--- src/rtl/core/knp_pkg.sv ---
// knp_pkg: shared widths, register codes and payload types for the
// k-nearest point selection block. No dependencies.

package knp_pkg;

	localparam int MAX_K_DEF = 16;

	localparam int ID_W      = 16;
	localparam int COORD_W   = 24;
	localparam int DIST_W    = 50;
	localparam int NC_W      = 5;
	localparam int REG_IDX_W = 3;

	// configuration register indexes
	localparam logic [REG_IDX_W-1:0] REG_QUERY_X        = 3'd0;
	localparam logic [REG_IDX_W-1:0] REG_QUERY_Y        = 3'd1;
	localparam logic [REG_IDX_W-1:0] REG_QUERY_Z        = 3'd2;
	localparam logic [REG_IDX_W-1:0] REG_NEIGHBOR_COUNT = 3'd3;

	localparam logic [NC_W-1:0] NEIGHBOR_COUNT_RST = 5'd1;

	typedef struct packed {
		logic [ID_W-1:0]           node_id;
		logic signed [COORD_W-1:0] pos_x;
		logic signed [COORD_W-1:0] pos_y;
		logic signed [COORD_W-1:0] pos_z;
		logic                      final_point;
	} in_item_t;

	typedef struct packed {
		logic [ID_W-1:0] chosen_id;
		logic            end_of_list;
	} out_item_t;

	typedef struct packed {
		logic [REG_IDX_W-1:0] reg_index;
		logic [COORD_W-1:0]   wdata;
	} cfg_write_t;

	// operands of one distance request
	typedef struct packed {
		logic signed [COORD_W-1:0] px;
		logic signed [COORD_W-1:0] py;
		logic signed [COORD_W-1:0] pz;
		logic signed [COORD_W-1:0] qx;
		logic signed [COORD_W-1:0] qy;
		logic signed [COORD_W-1:0] qz;
	} dist_req_t;

	// one kept list entry as stored in memory
	typedef struct packed {
		logic [ID_W-1:0]   id;
		logic [DIST_W-1:0] dist_sq;
	} entry_t;

endpackage

--- src/rtl/core/knp_ram.sv ---
// knp_ram: generic single write port, single read port memory with a
// registered read. No dependencies.

module knp_ram #(
	parameter int WIDTH = 8,
	parameter int DEPTH = 16,
	localparam int AW = (DEPTH > 1) ? $clog2(DEPTH) : 1
) (
	input  logic             clk,
	input  logic             we,
	input  logic [AW-1:0]    waddr,
	input  logic [WIDTH-1:0] wdata,
	input  logic             re,
	input  logic [AW-1:0]    raddr,
	output logic [WIDTH-1:0] rdata
);

	logic [WIDTH-1:0] mem [DEPTH];

	always_ff @(posedge clk) begin
		if (we) begin
			mem[waddr] <= wdata;
		end
		if (re) begin
			rdata <= mem[raddr];
		end
	end

endmodule

--- src/rtl/core/knp_dist.sv ---
// knp_dist: squared distance unit, one axis per cycle through a shared
// 25x25 multiplier, abs / square / accumulate stages. Depends on knp_pkg.

module knp_dist
	import knp_pkg::*;
(
	input  logic              clk,
	input  logic              arst_n,
	input  logic              start,
	input  dist_req_t         req,
	output logic              done,
	output logic [DIST_W-1:0] dist_sq
);

	localparam logic [1:0] AX_X = 2'd0;
	localparam logic [1:0] AX_Y = 2'd1;
	localparam logic [1:0] AX_Z = 2'd2;

	logic                  iss_q;
	logic [1:0]            ax_q;
	logic                  v_s1, last_s1;
	logic                  v_s2, last_s2;
	logic                  done_q;
	logic [COORD_W:0]      mag_s1;
	logic [2*COORD_W+1:0]  sq_s2;
	logic [DIST_W-1:0]     acc_q;

	logic signed [COORD_W-1:0] a_sel, b_sel;
	logic signed [COORD_W:0]   diff;
	logic [COORD_W:0]          mag;

	always_comb begin
		case (ax_q)
			AX_X: begin
				a_sel = req.px;
				b_sel = req.qx;
			end
			AX_Y: begin
				a_sel = req.py;
				b_sel = req.qy;
			end
			default: begin
				a_sel = req.pz;
				b_sel = req.qz;
			end
		endcase
		diff = {a_sel[COORD_W-1], a_sel} - {b_sel[COORD_W-1], b_sel};
		// most negative difference is -(2^24 - 1), so its magnitude fits as unsigned
		mag  = diff[COORD_W] ? (~diff + 1'b1) : diff;
	end

	always_ff @(posedge clk or negedge arst_n) begin
		if (!arst_n) begin
			iss_q   <= 1'b0;
			ax_q    <= AX_X;
			v_s1    <= 1'b0;
			last_s1 <= 1'b0;
			v_s2    <= 1'b0;
			last_s2 <= 1'b0;
			done_q  <= 1'b0;
		end else begin
			if (start) begin
				iss_q <= 1'b1;
				ax_q  <= AX_X;
			end else if (iss_q) begin
				ax_q <= ax_q + 2'd1;
				if (ax_q == AX_Z) begin
					iss_q <= 1'b0;
				end
			end
			v_s1    <= iss_q;
			last_s1 <= (ax_q == AX_Z);
			v_s2    <= v_s1;
			last_s2 <= last_s1;
			if (start) begin
				done_q <= 1'b0;
			end else if (v_s2 && last_s2) begin
				done_q <= 1'b1;
			end
		end
	end

	always_ff @(posedge clk) begin
		mag_s1 <= mag;
		sq_s2  <= mag_s1 * mag_s1;
		if (start) begin
			acc_q <= '0;
		end else if (v_s2) begin
			acc_q <= acc_q + sq_s2;
		end
	end

	assign done    = done_q;
	assign dist_sq = acc_q;

endmodule

--- src/rtl/core/k_nearest_point_selection.sv ---
// k_nearest_point_selection: top level, list control sequencer around the
// entry memory and the distance unit. Depends on knp_pkg, knp_ram, knp_dist.

// Candidate points stream in as requests (node id, signed Q20.4 x/y/z,
// final flag); the block keeps up to k = min(neighbor_count, MAX_K) node ids
// in one memory of {id, squared distance} entries. One request is worked on
// at a time. While the list is short the point is appended once the
// distance unit is done, which squares one axis per cycle through one
// 25x25 multiplier. Once full, the list is scanned one memory read per cycle
// for the first strictly farthest entry, and on a strictly closer candidate
// the later entries are moved up one place (one read and one write per
// cycle) and the candidate is written at the tail; for three or more kept
// entries the update time is set by the single memory read port, and
// shorter lists are bound by the distance unit. On a request flagged
// final_point the kept ids go out in list order, with at most one memory
// read in flight, end_of_list on the last, and the list is emptied; a new
// request is taken while the last result still sits in the output register.
// Configuration writes are accepted every cycle and must only be issued
// while the block is idle. Out-of-range register indexes are ignored.

module k_nearest_point_selection
	import knp_pkg::*;
#(
	parameter int MAX_K = MAX_K_DEF
) (
	input  logic       clk,
	input  logic       arst_n,
	input  logic       in_valid,
	output logic       in_ready,
	input  in_item_t   in_item,
	output logic       out_valid,
	input  logic       out_ready,
	output out_item_t  out_item,
	input  logic       cfg_valid,
	output logic       cfg_ready,
	input  cfg_write_t cfg_write
);

	localparam int AW = (MAX_K > 1) ? $clog2(MAX_K) : 1;
	localparam int CW = $clog2(MAX_K + 1);

	// sequencer states
	localparam logic [3:0] ST_IDLE      = 4'd0;
	localparam logic [3:0] ST_CHOOSE    = 4'd1;
	localparam logic [3:0] ST_APPEND    = 4'd2;
	localparam logic [3:0] ST_SCAN      = 4'd3;
	localparam logic [3:0] ST_SCAN_WAIT = 4'd4;
	localparam logic [3:0] ST_SHIFT     = 4'd5;
	localparam logic [3:0] ST_TAIL      = 4'd6;
	localparam logic [3:0] ST_FINISH    = 4'd7;
	localparam logic [3:0] ST_EMIT      = 4'd8;

	// what an outstanding memory read is for
	localparam logic [1:0] RK_SCAN  = 2'd0;
	localparam logic [1:0] RK_SHIFT = 2'd1;
	localparam logic [1:0] RK_EMIT  = 2'd2;

	logic [3:0]         state_q;
	logic [CW-1:0]      count_q;
	logic [CW-1:0]      ptr_q;
	logic [DIST_W-1:0]  worst_q;
	logic [AW-1:0]      at_q;
	logic               found_q;
	in_item_t           item_q;

	// configuration
	logic signed [COORD_W-1:0] qx_q, qy_q, qz_q;
	logic [NC_W-1:0]           nc_q;

	// read tag, registered so that it lines up with the memory read data
	logic          rd_v_s1;
	logic [1:0]    rd_kind_s1;
	logic [AW-1:0] rd_addr_s1;
	logic          rd_last_s1;

	// output register
	logic      out_valid_q;
	out_item_t out_q;

	// memory ports
	logic          ram_we, ram_re;
	logic [AW-1:0] ram_waddr, ram_raddr;
	entry_t        ram_wdata, ram_rdata;

	// distance unit
	logic              dist_start, dist_done;
	logic [DIST_W-1:0] cand_dist;
	dist_req_t         dreq;

	logic [CW-1:0] k_lim;
	logic [CW-1:0] cnt_m1;
	logic          in_acc;
	logic          scan_hit;
	logic [1:0]    rd_kind;

	assign in_ready  = (state_q == ST_IDLE);
	assign cfg_ready = 1'b1;
	assign in_acc    = in_valid && in_ready;
	assign out_valid = out_valid_q;
	assign out_item  = out_q;

	// k saturates at the list depth
	assign k_lim  = (int'(nc_q) > MAX_K) ? CW'(MAX_K) : CW'(nc_q);
	assign cnt_m1 = count_q - CW'(1);

	assign dist_start = in_acc;
	assign dreq = '{px: item_q.pos_x, py: item_q.pos_y, pz: item_q.pos_z,
	                qx: qx_q, qy: qy_q, qz: qz_q};

	knp_dist u_dist (
		.clk     (clk),
		.arst_n  (arst_n),
		.start   (dist_start),
		.req     (dreq),
		.done    (dist_done),
		.dist_sq (cand_dist)
	);

	knp_ram #(
		.WIDTH ($bits(entry_t)),
		.DEPTH (MAX_K)
	) u_ram (
		.clk   (clk),
		.we    (ram_we),
		.waddr (ram_waddr),
		.wdata (ram_wdata),
		.re    (ram_re),
		.raddr (ram_raddr),
		.rdata (ram_rdata)
	);

	// memory port control
	always_comb begin
		ram_we    = 1'b0;
		ram_waddr = count_q[AW-1:0];
		ram_wdata = '{id: item_q.node_id, dist_sq: cand_dist};
		ram_re    = 1'b0;
		ram_raddr = ptr_q[AW-1:0];
		rd_kind   = RK_SCAN;
		case (state_q)
			ST_APPEND: begin
				if (dist_done) begin
					ram_we = 1'b1;
				end
			end
			ST_SCAN: begin
				ram_re = 1'b1;
			end
			ST_SHIFT: begin
				rd_kind = RK_SHIFT;
				if (ptr_q < count_q) begin
					ram_re = 1'b1;
				end
			end
			ST_TAIL: begin
				// interlock: wait for the last move-up write to land
				ram_waddr = cnt_m1[AW-1:0];
				if (!rd_v_s1) begin
					ram_we = 1'b1;
				end
			end
			ST_EMIT: begin
				rd_kind = RK_EMIT;
				// one read in flight at most, and only into a free output slot
				if (ptr_q != count_q && (!out_valid_q || out_ready) && !rd_v_s1) begin
					ram_re = 1'b1;
				end
			end
			default: begin
			end
		endcase
		// move-up: the entry read last cycle goes one place toward the head
		if (rd_v_s1 && rd_kind_s1 == RK_SHIFT) begin
			ram_we    = 1'b1;
			ram_waddr = rd_addr_s1 - AW'(1);
			ram_wdata = ram_rdata;
		end
	end

	assign scan_hit = rd_v_s1 && rd_kind_s1 == RK_SCAN && ram_rdata.dist_sq > worst_q;

	// sequencer and control state
	always_ff @(posedge clk or negedge arst_n) begin
		if (!arst_n) begin
			state_q     <= ST_IDLE;
			count_q     <= '0;
			ptr_q       <= '0;
			worst_q     <= '0;
			at_q        <= '0;
			found_q     <= 1'b0;
			rd_v_s1     <= 1'b0;
			rd_kind_s1  <= RK_SCAN;
			rd_addr_s1  <= '0;
			rd_last_s1  <= 1'b0;
			out_valid_q <= 1'b0;
			qx_q        <= '0;
			qy_q        <= '0;
			qz_q        <= '0;
			nc_q        <= NEIGHBOR_COUNT_RST;
		end else begin
			if (cfg_valid && cfg_ready) begin
				case (cfg_write.reg_index)
					REG_QUERY_X:        qx_q <= cfg_write.wdata;
					REG_QUERY_Y:        qy_q <= cfg_write.wdata;
					REG_QUERY_Z:        qz_q <= cfg_write.wdata;
					REG_NEIGHBOR_COUNT: nc_q <= cfg_write.wdata[NC_W-1:0];
					default: begin
					end
				endcase
			end

			rd_v_s1    <= ram_re;
			rd_kind_s1 <= rd_kind;
			rd_addr_s1 <= ram_raddr;
			rd_last_s1 <= (ptr_q == cnt_m1);

			// farthest entry: first one strictly above everything before it
			if (scan_hit) begin
				worst_q <= ram_rdata.dist_sq;
				at_q    <= rd_addr_s1;
				found_q <= 1'b1;
			end

			if (rd_v_s1 && rd_kind_s1 == RK_EMIT) begin
				out_valid_q <= 1'b1;
			end else if (out_ready) begin
				out_valid_q <= 1'b0;
			end

			case (state_q)
				ST_IDLE: begin
					if (in_acc) begin
						state_q <= ST_CHOOSE;
					end
				end
				ST_CHOOSE: begin
					ptr_q   <= '0;
					worst_q <= '0;
					found_q <= 1'b0;
					if (count_q < k_lim) begin
						state_q <= ST_APPEND;
					end else if (count_q != '0) begin
						state_q <= ST_SCAN;
					end else begin
						state_q <= ST_FINISH;
					end
				end
				ST_APPEND: begin
					if (dist_done) begin
						count_q <= count_q + CW'(1);
						state_q <= ST_FINISH;
					end
				end
				ST_SCAN: begin
					ptr_q <= ptr_q + CW'(1);
					if (ptr_q == cnt_m1) begin
						state_q <= ST_SCAN_WAIT;
					end
				end
				ST_SCAN_WAIT: begin
					if (!rd_v_s1 && dist_done) begin
						if (found_q && cand_dist < worst_q) begin
							ptr_q   <= CW'(at_q) + CW'(1);
							state_q <= ST_SHIFT;
						end else begin
							state_q <= ST_FINISH;
						end
					end
				end
				ST_SHIFT: begin
					if (ptr_q < count_q) begin
						ptr_q <= ptr_q + CW'(1);
					end else begin
						state_q <= ST_TAIL;
					end
				end
				ST_TAIL: begin
					if (!rd_v_s1) begin
						state_q <= ST_FINISH;
					end
				end
				ST_FINISH: begin
					ptr_q <= '0;
					if (item_q.final_point) begin
						state_q <= ST_EMIT;
					end else begin
						state_q <= ST_IDLE;
					end
				end
				ST_EMIT: begin
					if (ptr_q == count_q) begin
						count_q <= '0;
						state_q <= ST_IDLE;
					end else if (ram_re) begin
						ptr_q <= ptr_q + CW'(1);
					end
				end
				default: begin
					state_q <= ST_IDLE;
				end
			endcase
		end
	end

	// payload registers
	always_ff @(posedge clk) begin
		if (in_acc) begin
			item_q <= in_item;
		end
		if (rd_v_s1 && rd_kind_s1 == RK_EMIT) begin
			out_q <= '{chosen_id: ram_rdata.id, end_of_list: rd_last_s1};
		end
	end

`ifndef SYNTHESIS
	// list never grows past the memory depth
	a_count_bound: assert property (@(posedge clk) disable iff (!arst_n)
		count_q <= CW'(MAX_K))
		else $error("kept count above list depth");

	// an emitted entry never lands on a result that is still waiting
	a_emit_no_overrun: assert property (@(posedge clk) disable iff (!arst_n)
		(rd_v_s1 && rd_kind_s1 == RK_EMIT) |-> (!out_valid_q || out_ready))
		else $error("output register overrun");

	// move-up never targets below the head of the list
	a_shift_addr: assert property (@(posedge clk) disable iff (!arst_n)
		(rd_v_s1 && rd_kind_s1 == RK_SHIFT) |-> (rd_addr_s1 != '0))
		else $error("move-up from list head");

	// the memory is only written while a request is being worked on
	a_write_busy: assert property (@(posedge clk) disable iff (!arst_n)
		ram_we |-> (state_q != ST_IDLE && state_q != ST_EMIT))
		else $error("memory write outside list update");

	// finishing the emit empties the list before the next request
	a_emit_clears: assert property (@(posedge clk) disable iff (!arst_n)
		(state_q == ST_EMIT && ptr_q == count_q) |=> (count_q == '0 && state_q == ST_IDLE))
		else $error("list not emptied after emit");
`endif

endmodule

--- config.mk ---
export PLATFORM = sky130hd
export DESIGN_NAME = k_nearest_point_selection
export DESIGN_NICKNAME = d
export VERILOG_FILES = /design/src/rtl/core/knp_pkg.sv /design/src/rtl/core/knp_ram.sv /design/src/rtl/core/knp_dist.sv /design/src/rtl/core/k_nearest_point_selection.sv
export SDC_FILE = /design/constraint.sdc
export NUM_CORES = 2
export LEC_CHECK = 0
export BUFFER_PORTS_ARGS = -buffer_cell sky130_fd_sc_hd__buf_2
export CAP_MARGIN = 20
export CORE_ASPECT_RATIO = 2
export CORE_MARGIN = 1
export CORE_UTILIZATION = 45
export DETAILED_ROUTE_END_ITERATION = 8
export PLACE_DENSITY_LB_ADDON = 0.25
export SETUP_SLACK_MARGIN = 0.02
export SYNTH_ARGS = -nofsm -noshare
export SYNTH_HDL_FRONTEND = slang
export SYNTH_SLANG_ARGS = --single-unit
--- constraint.sdc ---
create_clock -name clk -period 15.1 [get_ports clk]
set_input_delay 3.02 -clock clk [delete_from_list [all_inputs] [get_ports clk]]
set_output_delay 3.02 -clock clk [all_outputs]
set_load 0.01 [all_outputs]
==> run metrics <==
initial antenna violation count 5; RSZ-0062 raised after global routing false; Main synth FF type edfxtp_1; Syn Inst Count 5817; Avg WL per Cell roughly 25 um; met3 GRT Util 2.04%; Total Routed Length 211000 um; min Tclk post-route 8.64 ns; fin cells about 8400; final cell utilization of the core about half; Die Ht 606 um; met2 Use GR around 44%; DR DRC count 0; Clock Skew 0.0973 ns; Slew HR 26.8%; CTS Hold Bufs 0; core footprint 181000 um2; Filler cells 15300; Root Driver clkbuf_16; Die W 304 um; share of cells above drive strength 1 between 10% and 20%; vias in the first global route between 50000 and 60000; CP arrival roughly 9.3 ns; Port Buffers ~140; Setup Buffers After CTS 0; gpl congestion around 0.95; row count roughly 220; setup tns final 0 ns; crit path max fanout 26; commonest non-fill, non-tap cell in the layout edfxtp_1; Worst Max-Slew Pin Slew 1.10 ns; busiest grt layer met2; Max Clk Rate 0.116 GHz; grt ovf 0; FF+latch count, synth 1515; drt pass-1 iters 5; CP Capture Type flop; GR Util met1 25.3%; max_cap viols 0; Layout area overhead 9.79%; Iter 0 DRT Violations 3321; All-Layer GR Usage 23.2%; nets between 6000 and 7000; Cell variety after synth 82; Netlist Area Pre-Place 82100 um2; CTS tree built; # IOs 141; CTS Buf Count about 140; sequential share of the synthesized area 52.9%; Synth top area share 44.9%; cts repair resizes 0; Synth area leaders edfxtp_1 45%, fa_1 11%, mux4_2 9.1%; largest net degree at the start of global routing between 100 and 150; first-pass GRT wire length 318000 um; Worst Hold Class reg2reg; dominant cell type by area after synthesis edfxtp_1; period utilization 57.2%; EDFF count, synth 1228; CTS Buffer Depth 4; crit path launch type flop; clk_lat worst skew around 0.83 ns; drt via density between 5 and 6; final setup fails 0; status completed; Syn Area/Cell approximately 14 um2; Fin. Hold Viols 0; ANT nets after route 0; number of synthesis warnings 0; Die ar. 184000 um2; Detail Placement HPWL 143000 um; DP Cell Count approximately 8000; clock slew at reported path FFs 0.07 ns; Sink Count around 1500; H-tree Lvls 4; Critical Setup Path Class reg2reg; Pins Over Slew Limit 0; Hold WS about 0.35 ns; most frequent cells in the layout 1228 x edfxtp_1, 768 x inv_1, 468 x fa_1; initial core utilization 45.3%; CP Data Required Time 15.71 ns; Post-synth ARST share between 10% and 20%; overall via count from detail_route 47700; Synthesized Nets 6783
routing by layer:
metal  up-vias  wire length [um]
li1      21200                 -
met1     24800             74100
met2      1239            118000
met3       482              7300
met4         0             12000
met5         -                 0
cells in the mapped netlist, drive strengths merged, types with 135 or more instances:
library cell	instances
a21oi	184
and2	135
clkbuf	228
dfrtp	162
edfxtp	1228
fa	468
ha	377
inv	769
mux2	150
mux4	330
nand2	326
nor2	229
path summary, 6_finish.rpt:
kind | startpoint | endpoint | slack, ns | cells past startpoint
max | u_dist.mag_s1[12] | u_dist.sq_s2[45] | 6.46 | 26
min | u_dist.last_s1 | u_dist.last_s2 | 0.35 | 0
max reg2reg | u_dist.mag_s1[12] | u_dist.sq_s2[45] | 6.46 | 26
min reg2reg | u_dist.last_s1 | u_dist.last_s2 | 0.35 | 0
max in group asynchronous | arst_n | worst_q[37] | 11.40 | 2
min in group asynchronous | arst_n | qy_q[14] | 2.23 | 1
kinds of logic (layout without fill, tap and decap cells):
family	count (synthesis)	after routing	share of synthesized area [%]
AND/OR/NAND/NOR	1027	1027	6.10
AO/OA/AOI/OAI	722	722	5.81
buffers and inverters	1029	1241	4.71
multiplexers	522	522	11.6
XOR/XNOR	156	156	1.66
other	1	4	0.00457
flip-flops	1515	1515	52.9
adder cells (fa/ha/maj)	845	845	17.2
state kept, by name, indices dropped and copies added (netlist names), 5 cells and up:
signal	count
item_q	17
ptr_q	5
u_dist.dist_sq	50
nc_q	5
out_item	17
u_dist.sq_s2	49
qy_q	24
u_ram.mem	1056
dreq	72
qx_q	24
qz_q	24
u_ram.rdata	66
worst_q	50
u_dist.mag_s1	25
count_q	5
stage by stage:
| step | cell area [um2] | worst slack [ns] |
|---|---|---|
| floorplan | 82100 | 7.79 |
| global placement | 85700 | 6.60 |
| CTS | 90100 | 6.47 |
| finish | 90100 | 6.46 |
| global route | 90100 | 6.08 |
| detailed placement | 85700 | 6.60 |
cell type report:
type	instances	area [um2]	share of cell area, %
diodes	3	7.51	0.00833
clock buffers	174	3830	4.25
clock inverters	65	583	0.647
inverters	769	2890	3.21
multi-input cells	3273	35000	38.8
flip-flops and latches	1515	43500	48.2
well taps	2341	2930	3.25
repair buffers	233	1420	1.58
critical path, cell delays in order (launching register included):
cell	delay (ns)
dfxtp_1	0.31
buf_4	0.35
and2_1	0.24
inv_1	0.07
fa_1	0.48
fa_1	0.61
inv_1	0.07
fa_1	0.52
inv_1	0.06
fa_1	0.53
inv_1	0.05
fa_1	0.47
fa_1	0.51
inv_1	0.05
fa_1	0.48
inv_1	0.05
ha_1	0.33
a21oi_1	0.34
o2111ai_1	0.17
a2111oi_0	0.54
nand2_1	0.13
a21oi_1	0.42
o21ai_0	0.21
a221oi_1	0.84
o21ai_0	0.33
nand4b_1	0.18
o211ai_1	0.10
Power is left out: the tool's default activity adds up to more than one toggle a clock period on the data nets, which glitch-free logic cannot reach.
